==> src/rtl/core/ethst_pkg.sv <==
// ----------------------------------------------------------------------------
// ethst_pkg: shared types and constants of the Ethernet event statistics core
// Holds the input and result word layouts, request and disposition codes,
// statistics counter indexes and the frame size limits.
// ----------------------------------------------------------------------------
package ethst_pkg;

    // Configuration port.
    localparam int CFG_IDX_W  = 2;
    localparam int CFG_DATA_W = 17;

    // Request codes.
    localparam logic [2:0] REQ_RX_FRAME = 3'd0;
    localparam logic [2:0] REQ_TX_DONE  = 3'd1;
    localparam logic [2:0] REQ_TX_ABORT = 3'd2;
    localparam logic [2:0] REQ_RX_ABORT = 3'd3;
    localparam logic [2:0] REQ_READ     = 3'd4;

    // Disposition codes.
    localparam logic [3:0] DISP_ACCEPT   = 4'd0;
    localparam logic [3:0] DISP_CRC      = 4'd1;
    localparam logic [3:0] DISP_RUNT     = 4'd2;
    localparam logic [3:0] DISP_TOO_LONG = 4'd3;
    localparam logic [3:0] DISP_UNWANTED = 4'd4;
    localparam logic [3:0] DISP_NO_PROTO = 4'd5;
    localparam logic [3:0] DISP_TX_OK    = 4'd6;
    localparam logic [3:0] DISP_TX_ABORT = 4'd7;
    localparam logic [3:0] DISP_RX_ABORT = 4'd8;
    localparam logic [3:0] DISP_READ     = 4'd9;

    // Statistics counter indexes.
    localparam int NUM_CNT          = 18;
    localparam int CNT_FCS          = 0;
    localparam int CNT_RUNT         = 1;
    localparam int CNT_TOO_LONG     = 2;
    localparam int CNT_BCAST        = 3;
    localparam int CNT_MCAST        = 4;
    localparam int CNT_UNWANTED     = 5;
    localparam int CNT_UNKNOWN_PROTO = 6;
    localparam int CNT_RX_FRAMES    = 7;
    localparam int CNT_DEFERRED     = 8;
    localparam int CNT_COLL_FRAMES  = 9;
    localparam int CNT_SINGLE_COLL  = 10;
    localparam int CNT_MULTI_COLL   = 11;
    localparam int CNT_TX_FRAMES    = 12;
    localparam int CNT_EXC_DEFER    = 13;
    localparam int CNT_EXC_COLL     = 14;
    localparam int CNT_LATE_COLL    = 15;
    localparam int CNT_TX_INTERNAL  = 16;
    localparam int CNT_RX_INTERNAL  = 17;

    // Read selectors beyond the counters.
    localparam logic [4:0] SEL_PKT_PEAK  = 5'd18;
    localparam logic [4:0] SEL_BYTE_PEAK = 5'd19;

    // Frame size limits.
    localparam logic [15:0] FCS_LEN    = 16'd4;
    localparam logic [15:0] HDR_LEN    = 16'd14;
    localparam logic [15:0] MIN_LEN    = 16'd60;
    localparam logic [15:0] MAX_LEN    = 16'd1514;
    localparam logic [15:0] TYPE_LIMIT = 16'h0600;

    // Receive flag bits.
    localparam int RXF_CRC   = 0;
    localparam int RXF_UCAST = 1;
    localparam int RXF_BCAST = 2;
    localparam int RXF_MCAST = 3;
    localparam int RXF_HASH  = 4;

    // Transmit flag bits.
    localparam int TXF_DEFER     = 0;
    localparam int TXF_EXC_DEFER = 1;
    localparam int TXF_MAX_COLL  = 2;
    localparam int TXF_LATE_COLL = 3;

    // Protocol slot register layout.
    localparam int SLOT_IN_USE = 16;

    typedef struct packed {
        logic [2:0]  req_type;
        logic [15:0] frame_length;
        logic [4:0]  rx_flags;
        logic [15:0] ether_type;
        logic [7:0]  pending_packets;
        logic [15:0] pending_bytes;
        logic [3:0]  tx_collisions;
        logic [3:0]  tx_flags;
        logic [4:0]  counter_select;
    } t_in_item;

    typedef struct packed {
        logic [3:0]  disposition;
        logic [1:0]  handler_slot;
        logic [10:0] payload_length;
        logic [31:0] counter_value;
    } t_out_item;

    // Classification of one word.
    typedef struct packed {
        logic [3:0]         disposition;
        logic [1:0]         handler_slot;
        logic [10:0]        payload_length;
        logic [NUM_CNT-1:0] bump;
    } t_cls;

    // Update and read request to the counter bank.
    typedef struct packed {
        logic               vld;
        logic               rx_frame;
        logic [NUM_CNT-1:0] bump;
        logic [7:0]         pending_packets;
        logic [15:0]        pending_bytes;
        logic [4:0]         rd_sel;
    } t_upd;

endpackage

==> src/rtl/core/ethst_classify.sv <==
// ----------------------------------------------------------------------------
// ethst_classify: event classification
// Checks a received frame for errors, address class and protocol slot, and
// decodes transmit and abort events into counter bumps and a disposition.
// ----------------------------------------------------------------------------
module ethst_classify #(
    parameter int PROTO_SLOTS = 4
) (
    input  ethst_pkg::t_in_item                               i_item,
    input  logic [PROTO_SLOTS-1:0][ethst_pkg::CFG_DATA_W-1:0] i_slots,
    output ethst_pkg::t_cls                                   o_cls
);

    logic [15:0]            len;
    logic [15:0]            proto;
    logic [15:0]            pay;
    logic [PROTO_SLOTS-1:0] match;
    logic                   found;
    logic [1:0]             slot;
    logic                   addr_ok;

    // Frame length without the frame check sequence; wraps for short frames.
    assign len   = i_item.frame_length - ethst_pkg::FCS_LEN;
    assign pay   = len - ethst_pkg::HDR_LEN;
    assign proto = (i_item.ether_type < ethst_pkg::TYPE_LIMIT) ? 16'd0
                                                                : i_item.ether_type;

    // Protocol slot match; the lowest matching slot wins.
    always_comb begin
        found = 1'b0;
        slot  = 2'd0;
        for (int i = 0; i < PROTO_SLOTS; i++) begin
            match[i] = i_slots[i][ethst_pkg::SLOT_IN_USE] && (i_slots[i][15:0] == proto);
        end
        for (int i = PROTO_SLOTS - 1; i >= 0; i--) begin
            if (match[i]) begin
                found = 1'b1;
                slot  = 2'(i);
            end
        end
    end

    // Disposition and counter bumps for each request type.
    always_comb begin
        o_cls   = '0;
        addr_ok = 1'b0;
        unique case (i_item.req_type)
            ethst_pkg::REQ_RX_FRAME: begin
                priority if (i_item.rx_flags[ethst_pkg::RXF_CRC]) begin
                    o_cls.bump[ethst_pkg::CNT_FCS] = 1'b1;
                    o_cls.disposition = ethst_pkg::DISP_CRC;
                end else if (len < ethst_pkg::MIN_LEN) begin
                    o_cls.bump[ethst_pkg::CNT_RUNT] = 1'b1;
                    o_cls.disposition = ethst_pkg::DISP_RUNT;
                end else if (len > ethst_pkg::MAX_LEN) begin
                    o_cls.bump[ethst_pkg::CNT_TOO_LONG] = 1'b1;
                    o_cls.disposition = ethst_pkg::DISP_TOO_LONG;
                end else if (i_item.rx_flags[ethst_pkg::RXF_UCAST]) begin
                    addr_ok = 1'b1;
                end else if (i_item.rx_flags[ethst_pkg::RXF_BCAST]) begin
                    o_cls.bump[ethst_pkg::CNT_BCAST] = 1'b1;
                    addr_ok = 1'b1;
                end else if (i_item.rx_flags[ethst_pkg::RXF_MCAST] &&
                             i_item.rx_flags[ethst_pkg::RXF_HASH]) begin
                    o_cls.bump[ethst_pkg::CNT_MCAST] = 1'b1;
                    addr_ok = 1'b1;
                end else begin
                    o_cls.bump[ethst_pkg::CNT_UNWANTED] = 1'b1;
                    o_cls.disposition = ethst_pkg::DISP_UNWANTED;
                end

                // A wanted frame is accepted only if a slot handles its protocol.
                if (addr_ok) begin
                    if (found) begin
                        o_cls.bump[ethst_pkg::CNT_RX_FRAMES] = 1'b1;
                        o_cls.disposition    = ethst_pkg::DISP_ACCEPT;
                        o_cls.handler_slot   = slot;
                        o_cls.payload_length = pay[10:0];
                    end else begin
                        o_cls.bump[ethst_pkg::CNT_UNKNOWN_PROTO] = 1'b1;
                        o_cls.disposition = ethst_pkg::DISP_NO_PROTO;
                    end
                end
            end
            ethst_pkg::REQ_TX_DONE: begin
                o_cls.bump[ethst_pkg::CNT_DEFERRED]  = i_item.tx_flags[ethst_pkg::TXF_DEFER];
                o_cls.bump[ethst_pkg::CNT_COLL_FRAMES] = (i_item.tx_collisions != 4'd0);
                o_cls.bump[ethst_pkg::CNT_SINGLE_COLL] = (i_item.tx_collisions == 4'd1);
                o_cls.bump[ethst_pkg::CNT_MULTI_COLL]  = (i_item.tx_collisions > 4'd1);
                o_cls.bump[ethst_pkg::CNT_TX_FRAMES]   = 1'b1;
                o_cls.disposition = ethst_pkg::DISP_TX_OK;
            end
            ethst_pkg::REQ_TX_ABORT: begin
                priority if (i_item.tx_flags[ethst_pkg::TXF_EXC_DEFER]) begin
                    o_cls.bump[ethst_pkg::CNT_EXC_DEFER] = 1'b1;
                end else if (i_item.tx_flags[ethst_pkg::TXF_MAX_COLL]) begin
                    o_cls.bump[ethst_pkg::CNT_EXC_COLL] = 1'b1;
                end else if (i_item.tx_flags[ethst_pkg::TXF_LATE_COLL]) begin
                    o_cls.bump[ethst_pkg::CNT_LATE_COLL] = 1'b1;
                end else begin
                    o_cls.bump[ethst_pkg::CNT_TX_INTERNAL] = 1'b1;
                end
                o_cls.disposition = ethst_pkg::DISP_TX_ABORT;
            end
            ethst_pkg::REQ_RX_ABORT: begin
                o_cls.bump[ethst_pkg::CNT_RX_INTERNAL] = 1'b1;
                o_cls.disposition = ethst_pkg::DISP_RX_ABORT;
            end
            default: begin
                // Counter reads and unused request codes change nothing.
                o_cls.disposition = ethst_pkg::DISP_READ;
            end
        endcase
    end

endmodule

==> src/rtl/core/ethst_counters.sv <==
// ----------------------------------------------------------------------------
// ethst_counters: statistics counter bank
// Holds the wrapping event counters and the receive high-water marks, and
// returns the selected one for a read.
// ----------------------------------------------------------------------------
module ethst_counters #(
    parameter int COUNTER_BITS = 32
) (
    input  logic              i_clk,
    input  logic              i_rst_n,
    input  ethst_pkg::t_upd   i_upd,
    output logic [31:0]       o_rd_value
);

    localparam int RD_BITS = (COUNTER_BITS < 32) ? COUNTER_BITS : 32;

    logic [COUNTER_BITS-1:0] r_cnt [ethst_pkg::NUM_CNT];
    logic [7:0]              r_pkt_peak;
    logic [15:0]             r_byte_peak;

    // Counters and high-water marks; marks follow every received frame.
    always_ff @(posedge i_clk) begin
        if (!i_rst_n) begin
            for (int i = 0; i < ethst_pkg::NUM_CNT; i++) begin
                r_cnt[i] <= '0;
            end
            r_pkt_peak  <= '0;
            r_byte_peak <= '0;
        end else if (i_upd.vld) begin
            for (int i = 0; i < ethst_pkg::NUM_CNT; i++) begin
                if (i_upd.bump[i]) begin
                    r_cnt[i] <= r_cnt[i] + {{(COUNTER_BITS-1){1'b0}}, 1'b1};
                end
            end
            if (i_upd.rx_frame && (i_upd.pending_packets > r_pkt_peak)) begin
                r_pkt_peak <= i_upd.pending_packets;
            end
            if (i_upd.rx_frame && (i_upd.pending_bytes > r_byte_peak)) begin
                r_byte_peak <= i_upd.pending_bytes;
            end
        end
    end

    // Read selection; a counter is returned in its low 32 bits.
    always_comb begin
        priority if (i_upd.rd_sel < 5'(ethst_pkg::NUM_CNT)) begin
            o_rd_value = 32'(r_cnt[i_upd.rd_sel][RD_BITS-1:0]);
        end else if (i_upd.rd_sel == ethst_pkg::SEL_PKT_PEAK) begin
            o_rd_value = 32'(r_pkt_peak);
        end else if (i_upd.rd_sel == ethst_pkg::SEL_BYTE_PEAK) begin
            o_rd_value = 32'(r_byte_peak);
        end else begin
            o_rd_value = 32'd0;
        end
    end

`ifndef ASSERT_OFF
    // High-water marks never fall outside reset.
    a_pkt_peak_mono: assert property (@(posedge i_clk) disable iff (!i_rst_n)
        $past(i_rst_n) |-> r_pkt_peak >= $past(r_pkt_peak))
        else $error("packet high-water mark decreased");

    a_byte_peak_mono: assert property (@(posedge i_clk) disable iff (!i_rst_n)
        $past(i_rst_n) |-> r_byte_peak >= $past(r_byte_peak))
        else $error("byte high-water mark decreased");

    // Receive aborts always move their counter by one.
    a_rx_abort_bump: assert property (@(posedge i_clk) disable iff (!i_rst_n)
        $past(i_rst_n) && $past(i_upd.vld) && $past(i_upd.bump[ethst_pkg::CNT_RX_INTERNAL])
        |-> r_cnt[ethst_pkg::CNT_RX_INTERNAL] ==
            $past(r_cnt[ethst_pkg::CNT_RX_INTERNAL]) + {{(COUNTER_BITS-1){1'b0}}, 1'b1})
        else $error("receive abort counter did not advance");
`endif

endmodule

==> src/rtl/core/ethernet_rx_tx_event_stats_core.sv <==
// ----------------------------------------------------------------------------
// ethernet_rx_tx_event_stats_core: Ethernet MAC event statistics
// Flow: an accepted word is classified in the input register, and its result
// is then registered in the result register, where it waits until it is
// taken.
// Throughput: one word per cycle; the input stage advances whenever the
// result register is empty or being taken in the same cycle.
// Reset: synchronous, active low; empties both stages and clears all
// counters, the high-water marks and the protocol slot registers at once.
// ----------------------------------------------------------------------------
module ethernet_rx_tx_event_stats_core #(
    parameter int PROTO_SLOTS  = 4,
    parameter int COUNTER_BITS = 32
) (
    input  logic                              i_clk,
    input  logic                              i_rst_n,
    input  logic                              i_in_vld,
    output logic                              o_in_stall,
    input  ethst_pkg::t_in_item               i_in_data,
    output logic                              o_out_vld,
    input  logic                              i_out_stall,
    output ethst_pkg::t_out_item              o_out_data,
    input  logic                              i_cfg_we,
    input  logic [ethst_pkg::CFG_IDX_W-1:0]   i_cfg_index,
    input  logic [ethst_pkg::CFG_DATA_W-1:0]  i_cfg_wdata
);

    logic [PROTO_SLOTS-1:0][ethst_pkg::CFG_DATA_W-1:0] r_slot;
    logic                 r_in_vld;
    ethst_pkg::t_in_item  r_in;
    logic                 r_out_vld;
    ethst_pkg::t_out_item r_out;
    ethst_pkg::t_out_item n_out;
    ethst_pkg::t_cls      cls;
    ethst_pkg::t_upd      upd;
    logic [31:0]          rd_value;
    logic                 advance;
    logic                 in_acc;

    // Handshake: the input word moves on when the result register frees up.
    assign advance    = r_in_vld && (!r_out_vld || !i_out_stall);
    assign o_in_stall = r_in_vld && !advance;
    assign in_acc     = i_in_vld && !o_in_stall;
    assign o_out_vld  = r_out_vld;
    assign o_out_data = r_out;

    // Protocol slot registers; indexes beyond the slots are dropped.
    always_ff @(posedge i_clk) begin
        if (!i_rst_n) begin
            r_slot <= '0;
        end else if (i_cfg_we) begin
            for (int i = 0; i < PROTO_SLOTS; i++) begin
                if (32'(i_cfg_index) == i) begin
                    r_slot[i] <= i_cfg_wdata;
                end
            end
        end
    end

    ethst_classify #(
        .PROTO_SLOTS(PROTO_SLOTS)
    ) u_classify (
        .i_item (r_in),
        .i_slots(r_slot),
        .o_cls  (cls)
    );

    // Counter update request for the word leaving the input register.
    always_comb begin
        upd.vld             = advance;
        upd.rx_frame        = (r_in.req_type == ethst_pkg::REQ_RX_FRAME);
        upd.bump            = cls.bump;
        upd.pending_packets = r_in.pending_packets;
        upd.pending_bytes   = r_in.pending_bytes;
        upd.rd_sel          = r_in.counter_select;
    end

    ethst_counters #(
        .COUNTER_BITS(COUNTER_BITS)
    ) u_counters (
        .i_clk     (i_clk),
        .i_rst_n   (i_rst_n),
        .i_upd     (upd),
        .o_rd_value(rd_value)
    );

    // Result word.
    always_comb begin
        n_out.disposition    = cls.disposition;
        n_out.handler_slot   = cls.handler_slot;
        n_out.payload_length = cls.payload_length;
        n_out.counter_value  = (cls.disposition == ethst_pkg::DISP_READ) ? rd_value : 32'd0;
    end

    // Input and result registers.
    always_ff @(posedge i_clk) begin
        if (!i_rst_n) begin
            r_in_vld  <= 1'b0;
            r_out_vld <= 1'b0;
        end else begin
            if (in_acc) begin
                r_in_vld <= 1'b1;
            end else if (advance) begin
                r_in_vld <= 1'b0;
            end
            if (advance) begin
                r_out_vld <= 1'b1;
            end else if (!i_out_stall) begin
                r_out_vld <= 1'b0;
            end
        end
        if (in_acc) begin
            r_in <= i_in_data;
        end
        if (advance) begin
            r_out <= n_out;
        end
    end

`ifndef ASSERT_OFF
    // Stalling the input only happens with both stages full.
    a_stall_full: assert property (@(posedge i_clk) disable iff (!i_rst_n)
        o_in_stall |-> r_in_vld && r_out_vld && i_out_stall)
        else $error("input stalled with a free stage");

    // Accepted frames carry a payload within the legal range.
    a_accept_len: assert property (@(posedge i_clk) disable iff (!i_rst_n)
        o_out_vld && (o_out_data.disposition == ethst_pkg::DISP_ACCEPT)
        |-> (o_out_data.payload_length >= 11'd46) && (o_out_data.payload_length <= 11'd1500))
        else $error("accepted frame with bad payload length");

    // Anything not accepted reports no slot and no payload.
    a_reject_zero: assert property (@(posedge i_clk) disable iff (!i_rst_n)
        o_out_vld && (o_out_data.disposition != ethst_pkg::DISP_ACCEPT)
        |-> (o_out_data.handler_slot == 2'd0) && (o_out_data.payload_length == 11'd0))
        else $error("slot or payload set on a non-accepted result");
`endif

endmodule

==> config.mk <==
export PLATFORM = sky130hd
export DESIGN_NAME = ethernet_rx_tx_event_stats_core
export DESIGN_NICKNAME = d
export VERILOG_FILES = /design/src/rtl/core/ethst_pkg.sv /design/src/rtl/core/ethst_classify.sv /design/src/rtl/core/ethst_counters.sv /design/src/rtl/core/ethernet_rx_tx_event_stats_core.sv
export SDC_FILE = /design/constraint.sdc
export NUM_CORES = 2
export LEC_CHECK = 0
export BUFFER_PORTS_ARGS = -buffer_cell sky130_fd_sc_hd__buf_2
export CAP_MARGIN = 15
export CORE_ASPECT_RATIO = 1.4
export CORE_MARGIN = 1.5
export CORE_UTILIZATION = 30
export DETAILED_ROUTE_END_ITERATION = 10
export GPL_TIMING_DRIVEN = 0
export PLACE_DENSITY = 0.55
export SLEW_MARGIN = 5
export SYNTH_ARGS = -nofsm -noshare
export SYNTH_HDL_FRONTEND = slang
export SYNTH_HIERARCHICAL = 1
export SYNTH_SLANG_ARGS = --single-unit
==> constraint.sdc <==
create_clock -name i_clk -period 7.7 [get_ports i_clk]
set_clock_uncertainty 0.2 [all_clocks]
set_input_delay 0.385 -clock i_clk [delete_from_list [all_inputs] [get_ports i_clk]]
set_output_delay 0.385 -clock i_clk [all_outputs]
set_load 0.01 [all_outputs]
* Word-level counts from Yosys, hierarchy flattened
Memory sizes are Yosys's and may differ from the RTL's. A register that Yosys moved wholly into a read port is not among the register bits.
Index checks and enable logic that the tools add are counted.
** Word-level totals
- Register bits :: 220
- Latch bits :: 0
- RAM bits :: 576
- Memory bits (read-only) :: 0
- Input bits :: 101
- Logic and storage cells :: 262
- Memories kept :: 1
** Memories
- u_counters.r_cnt :: words 18, bits a word 32, rd ports 19, clocked after Yosys merged registers in 1, wr ports 18, line ethst_counters.sv:17 : logic [COUNTER_BITS-1:0] r_cnt [ethst_pkg::NUM_CNT];
** Cells by class
- Add/sub/neg operators :: 20
- $mul :: 0
- Divide/modulo/power cells :: 0
- Order comparisons :: 7
- Eq/ne operators :: 15
- Shift-type cells :: 0
- Mux-type cells :: 148
- Bitwise gates (word level) :: 21
- Reductions and logical operators :: 28
** Operators by type and width (number)
- 32-bit two-way mux :: 20
- 32-bit by 1-bit adder with 32-bit output, second input constant :: 18
- 1-bit two-way mux :: 100
- 16-bit == test :: 4
- 16-bit two-way mux :: 2
- 4-bit two-way mux :: 7
- 1-bit bitwise OR :: 18
- 17-bit two-way mux :: 1
- 16-bit by 11-bit > comparator with 1-bit output, second input constant :: 1
- 16-bit > comparator :: 1
- 16-bit by 11-bit less-than comparator with 1-bit output, second input constant :: 1
- 16-bit by 6-bit less-than comparator with 1-bit output, second input constant :: 1
- 4-bit one-hot mux with 4 select lines :: 1
- 16-bit by 3-bit subtractor with 16-bit output, second input constant :: 1
- 3-bit two-way mux :: 5
- 5-bit two-way mux :: 3
- 2-bit two-way mux :: 7
- 13-bit two-way mux :: 1
- 2-bit AND reduction :: 6
- 11-bit by 4-bit subtractor with 11-bit output, second input constant :: 1
- 5-bit == test, second input constant :: 2
- 1-bit logical AND :: 10
- 8-bit > comparator :: 1
- 8-bit two-way mux :: 1
- 19 further kinds :: 26

* Logic depth before layout (Yosys ltp)
- Word-level depth :: 16
- Gate-level depth with buffers :: 17
- Depth with buffers taken out :: 11

* Hierarchy
Netlist, hierarchy kept.
** By module, submodules not included
- ethst_counters :: times used 1, cells an instance 3325, area an instance 36014.5 µm²
- ethernet_rx_tx_event_stats_core :: times used 1, cells an instance 414, area an instance 6588.8 µm²
- ethst_classify :: times used 1, cells an instance 359, area an instance 2351.0 µm²

* Worst setup path after synthesis
Ideal clock, no wire load.
- Path kind :: input to register
- Start point :: input port i_out_stall
- End point :: memory u_counters.r_cnt[10][0] (enable)
- Library setup time :: 0.389 ns
- Arrival :: 5.633 ns
- Data required time :: 7.111 ns
- Setup slack :: 1.477 ns
- Stages on the path :: 5
- Path through :: a21boi_0 > clkbuf_1 > buf_1 > nand2_1 > nand2_1
** RTL lines
- start: declaration :: line ethernet_rx_tx_event_stats_core.sv:21 : input logic i_out_stall,
- end: declaration :: line ethst_counters.sv:17

==> reports/results.env <==
RUN_STATUS='finished clean'
COMB_POWER_SHARE=0.082
ITERATION_0_DRC_COUNT_OF_THE_DETAILED_ROUTER=3011
PERIOD_SHARE=0.683
CTSHTREEMAXLEVEL=3
PATH_CELLS='clkbuf_1 -> inv_1 -> ha_1 -> clkbuf_1 -> clkbuf_1 -> nor4_1 -> mux2i_1 -> a22oi_1 -> and4_1 -> buf_6 -> nand2_2 -> buf_4 -> nor2_1 -> nand2_1 -> nand2_2'
TIMING.CRITICAL_PATH.FANOUT_MAX=32
POWER.IR.VDD_WORST_mV=0.187
SYNTH_LARGEST_AREA_CELL='sky130_fd_sc_hd__edfxtp_1'
YOSYS_MOST_USED_DFF='sky130_fd_sc_hd__edfxtp_1'
FIRST_PASS_ITERS=6
DESIGN.PORTCOUNT=152
WORST_EP_REQUIRED_TIME_NS=7.81
WORST_EP_ARRIVAL_TIME_NS=5.37
SWITCHING_SHARE=0.248
MULTI_INPUT_AREA_UM2=20900
TOTALPOWERFINAL_mW=10.5
GLOBALROUTE.TOTALOVERFLOW=0
CELL_INTERNAL_PWR_mW=7.89
SYNTHDISTINCTLIBCELLS=86
HOLDCRITPATHCLASS='in2reg'
TIMING.FINAL.MAX_SLEW_VIOLATIONS=0
POWER_DENSITY_nW_PER_UM2=200
FLOORPLAN.DIE.WIDTH_UM=330
MAX_FREQ_GHz=0.190
CRIT_TYPE='reg2reg'
INITIAL_CORE_UTIL=0.303
VIAS=34400
CP_COMMON_CELL='sky130_fd_sc_hd__clkbuf_1'
GRT_TOTAL_USAGE=0.190
GPL.FINAL_WEIGHTED_CONGESTION=1.03
FIRST_GLOBAL_VIAS=33100
P_CLK_FRAC=0.434
YOSYSWARNINGCOUNT=6
POST-ROUTE-MIN-PERIOD_NS=5.26
DIE_AREA_UM2=152000
RSZ_0062_RAISED_AFTER_GLOBAL_ROUTING='no'
DETAILEDPLACEMENTHPWL_MM=112
POST-SYNTH-TOP-AREA-FRACTION=0.469
MAX_SLEW.WORST_PIN.SLEW_NS=1.32
FINISH.NET_COUNT=4605
DETAIL_ROUTE.DRC_VIOLATIONS=0
CRIT_SLOWEST_CELL='sky130_fd_sc_hd__nand2_2'
WORST_PATH_DOMINANT_CELL_FAMILY='simple AND/OR/NAND/NOR gates'
DETAILED_ROUTE_WL_MM=147
DESIGN_AREA_UM2=52500
CRITPATHLAUNCHTYPE='flop'
FLOORPLAN.ROWS=167
LAYOUT_COMMONEST_CELL='sky130_fd_sc_hd__edfxtp_1'
SYNTH-SEQ-CELLS=796
ASYNC_FLOP_SHARE=0
TIMING.FINAL.SETUP_VIOLATIONS=0
ANTENNA_LEFT=0
CLKSLEWWORSTSETUPHOLDPATHS_NS=0.06
CTS_TREE='built'
SYNTHESIS.AREA_PER_INSTANCE_UM2=11.0
SLEW_HEADROOM=0.120
GRT_FIRST_PASS_WIRELENGTH_MM=215
LEAKAGE_nW=17.8
CLOCK-SINKS=796
CTS_INSERTED_BUFFERS=92
DRIVE_GT1_FRAC=0.117
COUNT_OF_BUFFERS_INSERTED_AT_THE_TOP_LEVEL_PORTS=151
MAX_CAP_VIOL_COUNT=0
SYNTH_CELLS=4098
HOLD_PATH_STARTPOINT='i_cfg_we'
NFILLCELLS=14800
FLOW.AREA_GROWTH_FROM_SYNTHESIS_PCT=16.8
SYNTH_TOP_CELLS_BY_AREA='sky130_fd_sc_hd__edfxtp_1, sky130_fd_sc_hd__mux4_2, sky130_fd_sc_hd__xor2_1, sky130_fd_sc_hd__nor2_1, sky130_fd_sc_hd__dfxtp_1'
R2R_START='r_in[60]$_DFFE_PP_'
LAYOUT.CELLS.MOST_COMMON_LIST='sky130_fd_sc_hd__edfxtp_1, sky130_fd_sc_hd__nor2_1, sky130_fd_sc_hd__nand2_1, sky130_fd_sc_hd__xor2_1, sky130_fd_sc_hd__nand3_1'
POSTCTSRESIZEDCELLS=0
WL_PER_CELL_UM=22.7
DPL_CELL_AREA_UM2=48400
SYNTH_EDF_COUNT=702
POST-CTS-SETUP-BUFFER-COUNT=0
ROUTE.DETAILED.VIAS_PER_INST=5.30
CP.BUFFERS_INVERTERS=6
CTS.PATH.MAX_BUFFERS=3
P_SW_mW=2.60
SYNTH_AREA_UM2=45000
ANTENNA_FOUND_INITIAL=12
CORE_AREA_UM2=148000
CRITICAL_PATH.ENDPOINT_TYPE='flop'
MAXIMUM_NUMBER_OF_PINS_ON_ONE_NET_BEFORE_GLOBAL_ROUTE_REPAIR=33
SEQUENTIAL_CELL_AREA_UM2=23000
HOLD_VIOL=0
CPPEAKSTAGEDELAY_NS=0.63
CTS-ROOT-BUF='sky130_fd_sc_hd__clkbuf_16'
FP.DIEH_UM=461
CRITPATHLAUNCH='r_in[60]$_DFFE_PP_'
CLK-INSERTION-DELAY-LATE_NS=0.71
SYNTH.NET_COUNT=4246
SEQUENTIAL_AREA_SHARE_AFTER_SYNTHESIS=0.511
PWR-SHARE-SEQ=0.484
[stage by stage]
stage / hold slack (ns) / setup TNS, ns / setup WS [ns] / utilization / cells
3_5_place_dp: 0.256 / 0 / 2.28 / 0.326 / 6202
5_1_grt: 0.0766 / 0 / 1.99 / 0.354 / 6476
2_1_floorplan: 0.235 / 0 / 1.48 / - / 4098
6_report: 0.0805 / 0 / 2.44 / 0.354 / 6479
3_3_place_gp: 0.247 / -3390.55 / -3.66 / 0.325 / 6192
4_1_cts: 0.0188 / 0 / 2.23 / 0.354 / 6470
[sequential cells by signal (all words and copies together) (netlist names)]
name / count
u_counters/r_pkt_peak: 8
r_in: 77
r_slot: 68
o_out_vld: 1
o_out_data: 49
r_in_vld: 1
u_counters/r_cnt: 576
u_counters/r_byte_peak: 16
[power by group through the flow]
stage | registers (mW) | clock network (mW) | logic, mW
6_report | 5.08 | 4.55 | 0.858
4_1_cts | 5.07 | 4.67 | 0.845
3_3_place_gp | 5.17 | 0 | 0.783
2_1_floorplan | 5.08 | 0 | 0.495
5_1_grt | 5.10 | 4.82 | 0.908
3_5_place_dp | 5.16 | 0 | 0.802
[cell type report]
type / count / share of cell area
multi-input cells: 3013 / 0.397
clock inverters: 49 / 0.0104
flip-flops and latches: 796 / 0.437
repair buffers: 265 / 0.0376
well taps: 1943 / 0.0463
plain buffers: 199 / 0.0166
diodes: 4 / 0.000191
clock buffers: 120 / 0.0480
inverters: 90 / 0.00643
[final timing paths]
check / depth (start not counted) / to / slack [ns]
max: 15 / u_counters/r_cnt[7][10]$_SDFFCE_PN0P_ / 2.44
min: 4 / r_slot[27]$_SDFFE_PN0P_ / 0.08
max reg2reg: 15 / u_counters/r_cnt[7][10]$_SDFFCE_PN0P_ / 2.44
min reg2reg: 2 / r_slot[67]$_SDFFE_PN0P_ / 0.26
[per-layer routing]
layer  vias up  track usage  part of all wire
met5         -            0           0.00032
met4         8        0.113             0.064
met3       274       0.0307             0.061
met2      1225        0.321              0.48
met1     17000        0.227              0.39
li1      15800            -                 -
[cells in the mapped netlist (all sizes together), types with 7 or more instances]
| cell | instances |
|---|---|
| edfxtp | 702 |
| nor2 | 579 |
| nand2 | 354 |
| xor2 | 326 |
| nand3 | 223 |
| xnor2 | 177 |
| mux2i | 152 |
| clkbuf | 135 |
| nand4 | 134 |
| mux4 | 128 |
| a21oi | 113 |
| o21ai | 113 |
| and3 | 110 |
| dfxtp | 94 |
| inv | 89 |
| or3 | 81 |
| and4 | 73 |
| nor3 | 72 |
| buf | 64 |
| and2 | 58 |
| ha | 47 |
| nor4 | 30 |
| a22o | 27 |
| nor2b | 23 |
| a22oi | 20 |
| o22ai | 12 |
| nand2b | 10 |
| o21a | 10 |
| o221ai | 10 |
| a221oi | 9 |
| o22a | 9 |
| nor3b | 8 |
| or2 | 8 |
| or4 | 7 |
[worst min-delay path, delay by kind of cell]
family | cells | cell delay [ns]
buf+inv | 2 | 0.32
simple gates | 1 | 0.07
mux | 1 | 0.14
[kinds of logic (layout without fill, tap and decap cells)]
kind of cell | after synthesis | after routing | synth area share
XOR/XNOR | 503 | 503 | 0.0980
other | 0 | 4 | 0
flip-flops | 796 | 796 | 0.511
buffers and inverters | 289 | 723 | 0.0269
multiplexers | 286 | 286 | 0.0996
adder cells (fa/ha/maj) | 47 | 47 | 0.0131
AND/OR/NAND/NOR | 1794 | 1794 | 0.198
AO/OA/AOI/OAI | 383 | 383 | 0.0539
[what timing repair did]
action                     4_1_cts  5_1_grt
hold endpoints to repair       178        0
hold buffers                    99        0
setup endpoints to repair        0        0
(Power assumes the default switching activity.)
